## config.mk

```make
export PLATFORM = sky130hd
export DESIGN_NAME = voxel_ray_occlusion_walker_top
export DESIGN_NICKNAME = d
export VERILOG_FILES = /design/src/rtl/vrow_pkg.sv /design/src/rtl/vrow_div.sv /design/src/rtl/voxel_ray_occlusion_walker_top.sv
export SDC_FILE = /design/constraint.sdc
export NUM_CORES = 2
export LEC_CHECK = 0
export BUFFER_PORTS_ARGS = -buffer_cell sky130_fd_sc_hd__buf_2
export CAP_MARGIN = 25
export CORE_MARGIN = 4
export CORE_UTILIZATION = 43
export CTS_CLUSTER_SIZE = 12
export DETAILED_ROUTE_END_ITERATION = 8
export PLACE_DENSITY_LB_ADDON = 0.3
export SETUP_SLACK_MARGIN = 0.2
export SYNTH_ARGS = -nofsm -noshare
export SYNTH_HDL_FRONTEND = slang
export SYNTH_SLANG_ARGS = --single-unit
```

## constraint.sdc

```tcl
create_clock -name clock -period 21.3 [get_ports clock]
set_input_delay 2.13 -clock clock [delete_from_list [all_inputs] [get_ports clock]]
set_output_delay 2.13 -clock clock [all_outputs]
set_load 0.03 [all_outputs]
```

## src/rtl/vrow_pkg.sv

```systemverilog
`default_nettype none
// ----------------------------------------------------------------------------
// Voxel ray walker package
// Shared types and fixed constants of the voxel ray occlusion walker.
// ----------------------------------------------------------------------------
package vrow_pkg;

   localparam int COORD_W       = 32;
   localparam int VOX_W         = 24;
   localparam int DELTA_W       = 33;
   localparam int TIME_INT_BITS = 10;
   localparam int AXES          = 3;
   localparam int AXIS_W        = 2;

   localparam logic FUNC_START  = 1'b0;
   localparam logic FUNC_ANSWER = 1'b1;

   typedef logic [AXIS_W-1:0] axis_type;

   typedef enum logic [1:0] {
      STATUS_QUERY   = 2'd0,
      STATUS_CLEAR   = 2'd1,
      STATUS_BLOCKED = 2'd2
   } status_type;

   typedef enum logic [3:0] {
      ST_IDLE,
      ST_SETUP,
      ST_SQUARE,
      ST_CHECK,
      ST_DIV_START,
      ST_DIV_WAIT,
      ST_MUL,
      ST_SAT,
      ST_PICK,
      ST_STEP,
      ST_EMIT
   } state_type;

endpackage
`default_nettype wire

```

## src/rtl/vrow_div.sv

```systemverilog
`default_nettype none
// ----------------------------------------------------------------------------
// Voxel ray walker divider
// Restoring unsigned divider that produces one quotient bit per cycle.
// ----------------------------------------------------------------------------
module vrow_div #(
   parameter int DIVIDEND_W = 33,
   parameter int DIVISOR_W  = 33
) (
   input  wire logic                  clock,
   input  wire logic                  reset,
   input  wire logic                  start,
   input  wire logic [DIVIDEND_W-1:0] dividend,
   input  wire logic [DIVISOR_W-1:0]  divisor,
   output logic                       done,
   output logic [DIVIDEND_W-1:0]      quotient
);

   localparam int CNT_W = $clog2(DIVIDEND_W + 1);

   logic [CNT_W-1:0]      count_ff;
   logic                  done_ff;
   logic [DIVISOR_W-1:0]  rem_ff;
   logic [DIVISOR_W-1:0]  den_ff;
   logic [DIVIDEND_W-1:0] num_ff;
   logic [DIVIDEND_W-1:0] quot_ff;
   logic [DIVISOR_W:0]    trial;
   logic                  fits;
   logic [DIVISOR_W:0]    rem_in;

   assign trial  = {rem_ff, num_ff[DIVIDEND_W-1]};
   assign fits   = trial >= {1'b0, den_ff};
   assign rem_in = fits ? trial - {1'b0, den_ff} : trial;

   always_ff @(posedge clock) begin
      if (reset) begin
         count_ff <= '0;
         done_ff  <= 1'b0;
      end else if (start) begin
         count_ff <= CNT_W'(DIVIDEND_W);
         done_ff  <= 1'b0;
      end else if (count_ff != '0) begin
         count_ff <= count_ff - CNT_W'(1);
         done_ff  <= count_ff == CNT_W'(1);
      end else begin
         done_ff  <= 1'b0;
      end
   end

   always_ff @(posedge clock) begin
      if (start) begin
         rem_ff  <= '0;
         den_ff  <= divisor;
         num_ff  <= dividend;
         quot_ff <= '0;
      end else if (count_ff != '0) begin
         rem_ff  <= rem_in[DIVISOR_W-1:0];
         num_ff  <= {num_ff[DIVIDEND_W-2:0], 1'b0};
         quot_ff <= {quot_ff[DIVIDEND_W-2:0], fits};
      end
   end

   assign done     = done_ff;
   assign quotient = quot_ff;

endmodule
`default_nettype wire

```

## src/rtl/voxel_ray_occlusion_walker_top.sv

```systemverilog
`default_nettype none
// ----------------------------------------------------------------------------
// Voxel ray occlusion walker
// Walks unit voxels along a segment, one voxel query per transaction.
// An answer transaction passes the pick and step states before its result,
// or goes straight to its result when no walk is live or the voxel is solid.
// A start transaction, unless it finishes at once, runs the one-bit-per-cycle
// divider shared by the three axes to find each axis's crossing interval.
// One transaction is in work at a time; reset clears the walk and the output.
// ----------------------------------------------------------------------------
module voxel_ray_occlusion_walker_top #(
   parameter int COORD_FRAC_BITS = 8,
   parameter int TIME_FRAC_BITS  = 24
) (
   input  wire logic        clock,
   input  wire logic        reset,
   input  wire logic        req_valid,
   output logic             req_stall,
   input  wire logic        req_func,
   input  wire logic [31:0] req_origin_x,
   input  wire logic [31:0] req_origin_y,
   input  wire logic [31:0] req_origin_z,
   input  wire logic [31:0] req_target_x,
   input  wire logic [31:0] req_target_y,
   input  wire logic [31:0] req_target_z,
   input  wire logic        req_solid,
   output logic             rsp_valid,
   input  wire logic        rsp_stall,
   output logic [1:0]       rsp_status,
   output logic [23:0]      rsp_voxel_x,
   output logic [23:0]      rsp_voxel_y,
   output logic [23:0]      rsp_voxel_z
);

   localparam int C       = COORD_FRAC_BITS;
   localparam int TW      = vrow_pkg::TIME_INT_BITS + TIME_FRAC_BITS;
   localparam int NUM_W   = C + TIME_FRAC_BITS + 1;
   localparam int QX_W    = (NUM_W > TW) ? NUM_W : TW;
   localparam int FRAC_W  = C + 1;
   localparam int PROD_W  = FRAC_W + TW;
   localparam int SQ_W    = 2 * C + 2;
   localparam int CW      = vrow_pkg::COORD_W;
   localparam int VW      = vrow_pkg::VOX_W;
   localparam int DW      = vrow_pkg::DELTA_W;
   localparam longint unsigned SQ_LIMIT_L = ((64'd1 << (2 * C)) - 64'd1) / 64'd10000;
   localparam logic [SQ_W-1:0]   SQ_LIMIT = SQ_W'(SQ_LIMIT_L);
   localparam logic [TW-1:0]     T_ONES   = '1;
   localparam logic [TW-1:0]     T_ONE    =
      {{(TW - TIME_FRAC_BITS - 1){1'b0}}, 1'b1, {TIME_FRAC_BITS{1'b0}}};
   localparam logic [NUM_W-1:0]  DIV_NUM  = {1'b1, {(NUM_W - 1){1'b0}}};
   localparam logic [FRAC_W-1:0] FRAC_ONE = {1'b1, {C{1'b0}}};

   vrow_pkg::state_type  state_ff, state_in;
   vrow_pkg::axis_type   axis_ff;
   vrow_pkg::axis_type   pick_axis;
   vrow_pkg::status_type res_status_ff;
   logic                 active_ff;

   logic [CW-1:0]           o_ff    [vrow_pkg::AXES];
   logic [CW-1:0]           t_ff    [vrow_pkg::AXES];
   logic [DW-1:0]           ad_ff   [vrow_pkg::AXES];
   logic signed [1:0]       step_ff [vrow_pkg::AXES];
   logic [VW-1:0]           cur_ff  [vrow_pkg::AXES];
   logic [VW-1:0]           end_ff  [vrow_pkg::AXES];
   logic [2*C-1:0]          sqp_ff  [vrow_pkg::AXES];
   logic [TW-1:0]           ival_ff [vrow_pkg::AXES];
   logic [TW-1:0]           next_ff [vrow_pkg::AXES];
   logic                    small_ff;
   logic [PROD_W-1:0]       prod_ff;

   logic                    rsp_valid_ff;
   logic [1:0]              rsp_status_ff;
   logic [VW-1:0]           rsp_vx_ff, rsp_vy_ff, rsp_vz_ff;

   logic                    req_take;
   logic                    slot_free;
   logic                    div_start;
   logic                    div_done;
   logic [NUM_W-1:0]        div_quot;
   logic [SQ_W-1:0]         sq_sum;
   logic                    same_voxel;
   logic                    step_zero;
   logic [QX_W-1:0]         q_ext;
   logic [TW-1:0]           q_sat;
   logic [C-1:0]            low_bits;
   logic [FRAC_W-1:0]       frac;
   logic [TW:0]             m_val;
   logic [VW-1:0]           vox_step;
   logic                    hit_end;
   logic [TW:0]             t_sum;
   logic [TW-1:0]           t_add;
   logic signed [CW:0]      delta   [vrow_pkg::AXES];
   logic [CW-1:0]           o_shift [vrow_pkg::AXES];
   logic [CW-1:0]           t_shift [vrow_pkg::AXES];

   vrow_div #(
      .DIVIDEND_W (NUM_W),
      .DIVISOR_W  (DW)
   ) u_div (
      .clock    (clock),
      .reset    (reset),
      .start    (div_start),
      .dividend (DIV_NUM),
      .divisor  (ad_ff[axis_ff]),
      .done     (div_done),
      .quotient (div_quot)
   );

   assign req_take  = req_valid && !req_stall;
   assign slot_free = !rsp_valid_ff || !rsp_stall;

   always_comb begin
      for (int i = 0; i < vrow_pkg::AXES; i++) begin
         delta[i]   = $signed({t_ff[i][CW-1], t_ff[i]}) - $signed({o_ff[i][CW-1], o_ff[i]});
         o_shift[i] = CW'($signed(o_ff[i]) >>> C);
         t_shift[i] = CW'($signed(t_ff[i]) >>> C);
      end
   end

   assign sq_sum     = SQ_W'(sqp_ff[0]) + SQ_W'(sqp_ff[1]) + SQ_W'(sqp_ff[2]);
   assign same_voxel = (cur_ff[0] == end_ff[0]) && (cur_ff[1] == end_ff[1]) &&
                       (cur_ff[2] == end_ff[2]);
   assign step_zero  = step_ff[axis_ff] == 2'sb00;

   always_comb begin
      q_ext = QX_W'(div_quot);
      if (q_ext > QX_W'(T_ONES)) begin
         q_sat = T_ONES;
      end else if (q_ext == '0) begin
         q_sat = TW'(1);
      end else begin
         q_sat = TW'(q_ext);
      end
   end

   assign low_bits = o_ff[axis_ff][C-1:0];
   assign frac     = (step_ff[axis_ff] == 2'sb01) ? FRAC_ONE - {1'b0, low_bits}
                                                  : {1'b0, low_bits};
   assign m_val    = prod_ff[PROD_W-1:C];

   always_comb begin
      if (next_ff[0] < next_ff[1] && next_ff[0] < next_ff[2]) begin
         pick_axis = vrow_pkg::axis_type'(0);
      end else if (next_ff[1] < next_ff[2]) begin
         pick_axis = vrow_pkg::axis_type'(1);
      end else begin
         pick_axis = vrow_pkg::axis_type'(2);
      end
   end

   assign vox_step = cur_ff[axis_ff] + VW'(step_ff[axis_ff]);
   assign t_sum    = {1'b0, next_ff[axis_ff]} + {1'b0, ival_ff[axis_ff]};
   assign t_add    = t_sum[TW] ? T_ONES : t_sum[TW-1:0];

   always_comb begin
      hit_end = 1'b1;
      for (int i = 0; i < vrow_pkg::AXES; i++) begin
         if (vrow_pkg::axis_type'(i) == axis_ff) begin
            hit_end = hit_end && (vox_step == end_ff[i]);
         end else begin
            hit_end = hit_end && (cur_ff[i] == end_ff[i]);
         end
      end
   end

   always_comb begin
      state_in = state_ff;
      unique case (state_ff)
         vrow_pkg::ST_IDLE: begin
            if (req_take) begin
               if (req_func == vrow_pkg::FUNC_START) begin
                  state_in = vrow_pkg::ST_SETUP;
               end else if (!active_ff || req_solid) begin
                  state_in = vrow_pkg::ST_EMIT;
               end else begin
                  state_in = vrow_pkg::ST_PICK;
               end
            end
         end
         vrow_pkg::ST_SETUP:  state_in = vrow_pkg::ST_SQUARE;
         vrow_pkg::ST_SQUARE: state_in = vrow_pkg::ST_CHECK;
         vrow_pkg::ST_CHECK: begin
            if ((small_ff && sq_sum <= SQ_LIMIT) || same_voxel) begin
               state_in = vrow_pkg::ST_EMIT;
            end else begin
               state_in = vrow_pkg::ST_DIV_START;
            end
         end
         vrow_pkg::ST_DIV_START: begin
            if (!step_zero) begin
               state_in = vrow_pkg::ST_DIV_WAIT;
            end else if (axis_ff == vrow_pkg::axis_type'(2)) begin
               state_in = vrow_pkg::ST_PICK;
            end
         end
         vrow_pkg::ST_DIV_WAIT: begin
            if (div_done) begin
               state_in = vrow_pkg::ST_MUL;
            end
         end
         vrow_pkg::ST_MUL: state_in = vrow_pkg::ST_SAT;
         vrow_pkg::ST_SAT: begin
            if (axis_ff == vrow_pkg::axis_type'(2)) begin
               state_in = vrow_pkg::ST_PICK;
            end else begin
               state_in = vrow_pkg::ST_DIV_START;
            end
         end
         vrow_pkg::ST_PICK: state_in = vrow_pkg::ST_STEP;
         vrow_pkg::ST_STEP: state_in = vrow_pkg::ST_EMIT;
         vrow_pkg::ST_EMIT: begin
            if (slot_free) begin
               state_in = vrow_pkg::ST_IDLE;
            end
         end
         default: state_in = vrow_pkg::ST_IDLE;
      endcase
   end

   always_comb begin
      req_stall = state_ff != vrow_pkg::ST_IDLE;
      div_start = (state_ff == vrow_pkg::ST_DIV_START) && !step_zero;
   end

   always_ff @(posedge clock) begin
      if (reset) begin
         state_ff <= vrow_pkg::ST_IDLE;
      end else begin
         state_ff <= state_in;
      end
   end

   always_ff @(posedge clock) begin
      if (reset) begin
         active_ff <= 1'b0;
      end else begin
         case (state_ff)
            vrow_pkg::ST_IDLE: begin
               if (req_take && (req_func == vrow_pkg::FUNC_START || req_solid)) begin
                  active_ff <= 1'b0;
               end
            end
            vrow_pkg::ST_STEP: begin
               active_ff <= !(next_ff[axis_ff] > T_ONE) && !hit_end;
            end
            default: active_ff <= active_ff;
         endcase
      end
   end

   always_ff @(posedge clock) begin
      case (state_ff)
         vrow_pkg::ST_IDLE: begin
            if (req_take) begin
               o_ff[0] <= req_origin_x;
               o_ff[1] <= req_origin_y;
               o_ff[2] <= req_origin_z;
               t_ff[0] <= req_target_x;
               t_ff[1] <= req_target_y;
               t_ff[2] <= req_target_z;
               if (req_func == vrow_pkg::FUNC_ANSWER && !active_ff) begin
                  res_status_ff <= vrow_pkg::STATUS_CLEAR;
               end else begin
                  res_status_ff <= vrow_pkg::STATUS_BLOCKED;
               end
            end
         end
         vrow_pkg::ST_SETUP: begin
            for (int i = 0; i < vrow_pkg::AXES; i++) begin
               ad_ff[i]   <= delta[i][CW] ? DW'(-delta[i]) : DW'(delta[i]);
               step_ff[i] <= delta[i][CW] ? -2'sd1 : ((delta[i] != '0) ? 2'sd1 : 2'sd0);
               cur_ff[i]  <= o_shift[i][VW-1:0];
               end_ff[i]  <= t_shift[i][VW-1:0];
            end
         end
         vrow_pkg::ST_SQUARE: begin
            small_ff <= (ad_ff[0][DW-1:C] == '0) && (ad_ff[1][DW-1:C] == '0) &&
                        (ad_ff[2][DW-1:C] == '0);
            for (int i = 0; i < vrow_pkg::AXES; i++) begin
               sqp_ff[i] <= ad_ff[i][C-1:0] * ad_ff[i][C-1:0];
            end
         end
         vrow_pkg::ST_CHECK: begin
            axis_ff       <= vrow_pkg::axis_type'(0);
            res_status_ff <= vrow_pkg::STATUS_CLEAR;
         end
         vrow_pkg::ST_DIV_START: begin
            if (step_zero) begin
               ival_ff[axis_ff] <= T_ONES;
               next_ff[axis_ff] <= T_ONES;
               if (axis_ff != vrow_pkg::axis_type'(2)) begin
                  axis_ff <= axis_ff + vrow_pkg::axis_type'(1);
               end
            end
         end
         vrow_pkg::ST_DIV_WAIT: begin
            if (div_done) begin
               ival_ff[axis_ff] <= q_sat;
            end
         end
         vrow_pkg::ST_MUL: begin
            prod_ff <= frac * ival_ff[axis_ff];
         end
         vrow_pkg::ST_SAT: begin
            next_ff[axis_ff] <= (m_val > {1'b0, T_ONES}) ? T_ONES : m_val[TW-1:0];
            if (axis_ff != vrow_pkg::axis_type'(2)) begin
               axis_ff <= axis_ff + vrow_pkg::axis_type'(1);
            end
         end
         vrow_pkg::ST_PICK: begin
            axis_ff <= pick_axis;
         end
         vrow_pkg::ST_STEP: begin
            cur_ff[axis_ff] <= vox_step;
            if (next_ff[axis_ff] > T_ONE) begin
               res_status_ff <= vrow_pkg::STATUS_CLEAR;
            end else begin
               next_ff[axis_ff] <= t_add;
               res_status_ff    <= hit_end ? vrow_pkg::STATUS_CLEAR : vrow_pkg::STATUS_QUERY;
            end
         end
         default: begin
         end
      endcase
   end

   always_ff @(posedge clock) begin
      if (reset) begin
         rsp_valid_ff <= 1'b0;
      end else if (state_ff == vrow_pkg::ST_EMIT && slot_free) begin
         rsp_valid_ff <= 1'b1;
      end else if (!rsp_stall) begin
         rsp_valid_ff <= 1'b0;
      end
   end

   always_ff @(posedge clock) begin
      if (state_ff == vrow_pkg::ST_EMIT && slot_free) begin
         rsp_status_ff <= res_status_ff;
         if (res_status_ff == vrow_pkg::STATUS_QUERY) begin
            rsp_vx_ff <= cur_ff[0];
            rsp_vy_ff <= cur_ff[1];
            rsp_vz_ff <= cur_ff[2];
         end else begin
            rsp_vx_ff <= '0;
            rsp_vy_ff <= '0;
            rsp_vz_ff <= '0;
         end
      end
   end

   assign rsp_valid   = rsp_valid_ff;
   assign rsp_status  = rsp_status_ff;
   assign rsp_voxel_x = rsp_vx_ff;
   assign rsp_voxel_y = rsp_vy_ff;
   assign rsp_voxel_z = rsp_vz_ff;

   a_start_drops_walk: assert property (@(posedge clock) disable iff (reset)
      (req_take && req_func == vrow_pkg::FUNC_START) |=> !active_ff)
      else $error("A start transaction did not drop the live walk.");

   a_final_has_no_voxel: assert property (@(posedge clock) disable iff (reset)
      (rsp_valid && rsp_status != vrow_pkg::STATUS_QUERY) |->
      (rsp_voxel_x == '0 && rsp_voxel_y == '0 && rsp_voxel_z == '0))
      else $error("A finished result carries a nonzero voxel.");

   a_div_done_expected: assert property (@(posedge clock) disable iff (reset)
      div_done |-> state_ff == vrow_pkg::ST_DIV_WAIT)
      else $error("The divider finished outside of a divide wait.");

   a_query_keeps_walk: assert property (@(posedge clock) disable iff (reset)
      (state_ff == vrow_pkg::ST_EMIT && slot_free &&
       res_status_ff == vrow_pkg::STATUS_QUERY) |-> active_ff)
      else $error("A voxel query was issued without a live walk.");

endmodule
`default_nettype wire

```

==> Implementation_results.wiki <==
{| class="wikitable"
! Metric !! Value
|-
| Outcome || complete, no violations
|-
| Global route total overflow || 0
|-
| Count leader, synth || sky130_fd_sc_hd__edfxtp_1
|-
| Width of the chip || slightly above 400 µm
|-
| Instance count of the mapped netlist || 6284
|-
| Main area contributors after synthesis || sky130_fd_sc_hd__edfxtp_1 40%, sky130_fd_sc_hd__fa_1 9.5%, sky130_fd_sc_hd__ha_1 8.5%
|-
| Full die area || 163000 µm²
|-
| Class of the most critical setup path || reg2reg
|-
| Post-Route WL || 206800 µm
|-
| Post-detailed-route count of antenna-violating nets || 0
|-
| Number of placed I/O pins || 274
|-
| Routability cong. || roughly 0.95
|-
| RSZ-0062 raised after global routing || false
|-
| PD cells || between 150 and 200 nW/µm²
|-
| Fraction of final layout cells sized beyond drive strength 1 || 0.1038
|-
| 1st-iter DRT viols || roughly 4800
|-
| Largest vdd supply drop || 167.4 µV
|-
| Hold violation total from the final report || 0
|-
| Cell accounting for the most synthesized area || sky130_fd_sc_hd__edfxtp_1
|-
| Maximum number of pins on one net before global-route repair || around 110
|-
| Number of antenna violations at the first check in global routing || 12
|-
| Seq. cell area || 28520 µm²
|-
| Endpoint of the lowest-slack register-to-register path || prod_ff[42]
|-
| Count of fill cells added during filler insertion || 14110
|-
| Leakage power summed over all cells || 31.54 nW
|-
| Primary flip-flop cell chosen by synthesis mapping || sky130_fd_sc_hd__edfxtp_1
|-
| Portion of the post-synthesis area used by sequential elements || 0.4235
|-
| DRC violations left || 0
|-
| Clock tree from TritonCTS || yes
|-
| Area grow syn2layout || 10.90%
|-
| HPWL after detailed placement || 161600 µm
|-
| Detailed-routing iteration count for the pre-antenna-repair pass || 6
|-
| Most frequent cells after synthesis || 895 x sky130_fd_sc_hd__edfxtp_1, 677 x sky130_fd_sc_hd__inv_1, 603 x sky130_fd_sc_hd__nand2_1, 459 x sky130_fd_sc_hd__ha_1, 408 x sky130_fd_sc_hd__nor2_1
|-
| Hold wc startpoint || t_ff[0][8]
|-
| Number of buffers inserted during clock tree synthesis || 109
|-
| Avg Cell Area, Syn || ~11 µm²
|-
| Worst hold-check slack || 432.9 ps
|-
| EDFF count, synth || 895
|-
| Number of hold buffers added after CTS || 0
|-
| Drt via density || 5.719
|-
| Total track usage || 0.2505
|-
| WHS Endpoint || end_ff[0][0]
|-
| CTS clk-pin slew, worst paths || roughly 60 ps
|-
| Pin slew with the least headroom to its limit || 1122 ps
|-
| Distinct cell type count of the synthesized netlist || 109
|-
| Final Skew || 70.44 ps
|-
| Row cnt || roughly 140
|-
| Critical Path Source Type || flip-flop
|-
| CTS root buffer || sky130_fd_sc_hd__clkbuf_16
|-
| Cells on Worst Hold Path || 0
|-
| Required time of the critical path || roughly 22000 ps
|-
| Period utilisation layout || 0.4576
|-
| Number of slew-limit violations in the final report || 0
|-
| Share of the synthesized area in the top cell type || 0.3992
|-
| Max_cap viols || 0
|-
| Worst setup EP type || flip-flop
|-
| WL/cell || between 20 and 25 µm
|-
| Number of failing setup endpoints in the final timing report || 0
|-
| FF+latch count, synth || ~980
|-
| Maximum net fanout on the critical path || 40
|-
| Sink count of the clock tree || ~980
|-
| Yosys warning count || 0
|-
| Core area || 154800 µm²
|-
| Die boundary height || slightly above 400 µm
|-
| Post-CTS setup buffers || 0
|-
| Number of gates resized after CTS || 0
|-
| Min-delay worst type || reg2reg
|-
| Count of port buffers added during placement || 273
|-
| Global-route wire length before repair || 308800 µm
|-
| Clock insertion delay at the later pin of the skew report || 750 ps
|-
| Depth of the most critical reg-to-reg path || 26
|-
| Setup slack on the worst flop-to-flop path || 11550 ps
|-
| Max-slew headroom at the worst pin || 0.2498
|-
| Vias in the first global route || approximately 49000
|-
| Shortest period the worst path allows || 9748 ps
|-
| Cell area after synthesis || 67330 µm²
|-
| Number of H-tree levels || 3
|-
| Highest Clock Rate || approximately 100 MHz
|-
| Final layout net count || approximately 7500
|-
| Via count || a little under 50000
|-
| Critical path arrival || 10170 ps
|-
| Multi-input gate area || 35660 µm²
|-
| Post-route setup TNS || 0 ps
|-
| Maximum clock path buffer count || 3
|-
| Initial cell density of the core || 0.4351
|-
| Share of async-settable or async-resettable flops after synthesis || 0
|}
## routing by layer
layer,GRT usage,wire [µm],vias to the layer above
met2,0.4090,96080,1929
met4,0.1087,10190,4
met1,0.3363,86680,24540
li1,-,-,22700
met3,0.03318,13820,371
met5,0,23,-
## through the flow
stage               instance area, µm²  power [W]  instances  setup slack (ps)    util
CTS                              74590    0.01313       8656             11530  0.4820
global placement                 71050    0.01108       8460             11820  0.4591
finish                           74670    0.01318       8663             11550  0.4825
floorplan                        67340   0.008764       6287             13640       -
detailed placement               71140    0.01119       8464             11580  0.4596
global route                     74660    0.01407       8660             10990  0.4824
## critical path, cell delays in order (launching register included)
cell and delay [ps]:
sky130_fd_sc_hd__dfxtp_4 810, sky130_fd_sc_hd__buf_4 720, sky130_fd_sc_hd__mux2i_1 270, sky130_fd_sc_hd__nor2_1 60, sky130_fd_sc_hd__a21oi_1 530, sky130_fd_sc_hd__nand2_1 110, sky130_fd_sc_hd__o31ai_1 730, sky130_fd_sc_hd__a21boi_0 480
sky130_fd_sc_hd__xnor2_2 150, sky130_fd_sc_hd__buf_4 330, sky130_fd_sc_hd__nor2_1 120, sky130_fd_sc_hd__fa_1 500, sky130_fd_sc_hd__fa_1 540, sky130_fd_sc_hd__fa_1 530, sky130_fd_sc_hd__fa_1 500, sky130_fd_sc_hd__ha_1 360
sky130_fd_sc_hd__a21o_1 190, sky130_fd_sc_hd__a21o_1 170, sky130_fd_sc_hd__a21o_1 200, sky130_fd_sc_hd__nor2_1 90, sky130_fd_sc_hd__a21oi_1 170, sky130_fd_sc_hd__a211o_1 360, sky130_fd_sc_hd__o211ai_1 450, sky130_fd_sc_hd__nand2_1 160
sky130_fd_sc_hd__and4_1 240, sky130_fd_sc_hd__a2111oi_1 480, sky130_fd_sc_hd__xnor2_1 120
## power breakdown
part	internal [W]	leakage [nW]	switching, W
Sequential	0.00288	9.38	0.000507
Combinational	0.00300	20.5	0.00493
Clock	0.00106	1.68	0.000810
Total	0.00694	31.5	0.00624
## registers in the layout, indices dropped and copies added (netlist names), 35 cells and up, named ones only
name     count
ival_ff    102
ad_ff       99
t_ff        96
next_ff    136
cur_ff      96
o_ff        96
prod_ff     35
sqp_ff      45
end_ff      72
## layout make-up
class | count | area share
Inverter | 679 | 0.03420
Timing Repair Buffer | 332 | 0.02557
Antenna cell | 3 | 0.0001005
Multi-Input combinational cell | 4436 | 0.4776
Sequential cell | 977 | 0.3820
Tap cell | 2044 | 0.03425
Clock inverter | 50 | 0.006686
Clock buffer | 142 | 0.03959
## placed cells by master (no fill, tap or decap), types with 38 or more instances in the layout
cell type,n
sky130_fd_sc_hd__o21a_1,77
sky130_fd_sc_hd__nor3_1,74
sky130_fd_sc_hd__dfxtp_1,80
sky130_fd_sc_hd__a31oi_1,64
sky130_fd_sc_hd__edfxtp_1,895
sky130_fd_sc_hd__mux2i_1,95
sky130_fd_sc_hd__inv_1,675
sky130_fd_sc_hd__nor2_1,403
sky130_fd_sc_hd__a211oi_1,38
sky130_fd_sc_hd__and2_1,156
sky130_fd_sc_hd__fa_1,321
sky130_fd_sc_hd__nand2b_1,55
sky130_fd_sc_hd__nand3_1,70
sky130_fd_sc_hd__ha_1,459
sky130_fd_sc_hd__nand2_1,603
sky130_fd_sc_hd__buf_2,273
sky130_fd_sc_hd__nor2b_1,55
sky130_fd_sc_hd__xnor2_1,301
sky130_fd_sc_hd__a21o_1,153
sky130_fd_sc_hd__xor2_1,158
sky130_fd_sc_hd__o21ai_0,292
sky130_fd_sc_hd__or2_2,50
sky130_fd_sc_hd__clkbuf_16,113
sky130_fd_sc_hd__a21oi_1,328
sky130_fd_sc_hd__buf_4,54
sky130_fd_sc_hd__mux4_2,58
sky130_fd_sc_hd__nand4_1,68
sky130_fd_sc_hd__nor4_1,70
## logic make-up after synthesis
kind of cell | count (synthesis) | share of synthesized area
other cells | 2 | 0.0001115
compound gates | 1259 | 0.1210
fa+ha+maj | 780 | 0.1807
xor+xnor | 473 | 0.06301
mux | 178 | 0.03770
flops | 977 | 0.4235
buf+inv | 874 | 0.04954
simple gates | 1741 | 0.1243
## worst max path at each step
| stage | from | to | slack, ps | depth (start not counted) |
|---|---|---|---|---|
| 2_1_floorplan | flip-flop | prod_ff[42] | 13640 | 30 |
| 3_3_place_gp | flip-flop | prod_ff[42] | 11820 | 26 |
| 3_5_place_dp | flip-flop | prod_ff[42] | 11580 | 26 |
| 4_1_cts | flip-flop | prod_ff[42] | 11530 | 26 |
| 5_1_grt | flip-flop | prod_ff[42] | 10990 | 26 |
| 6_report | flip-flop | prod_ff[42] | 11550 | 26 |
Power figures use the tool's default switching activity.
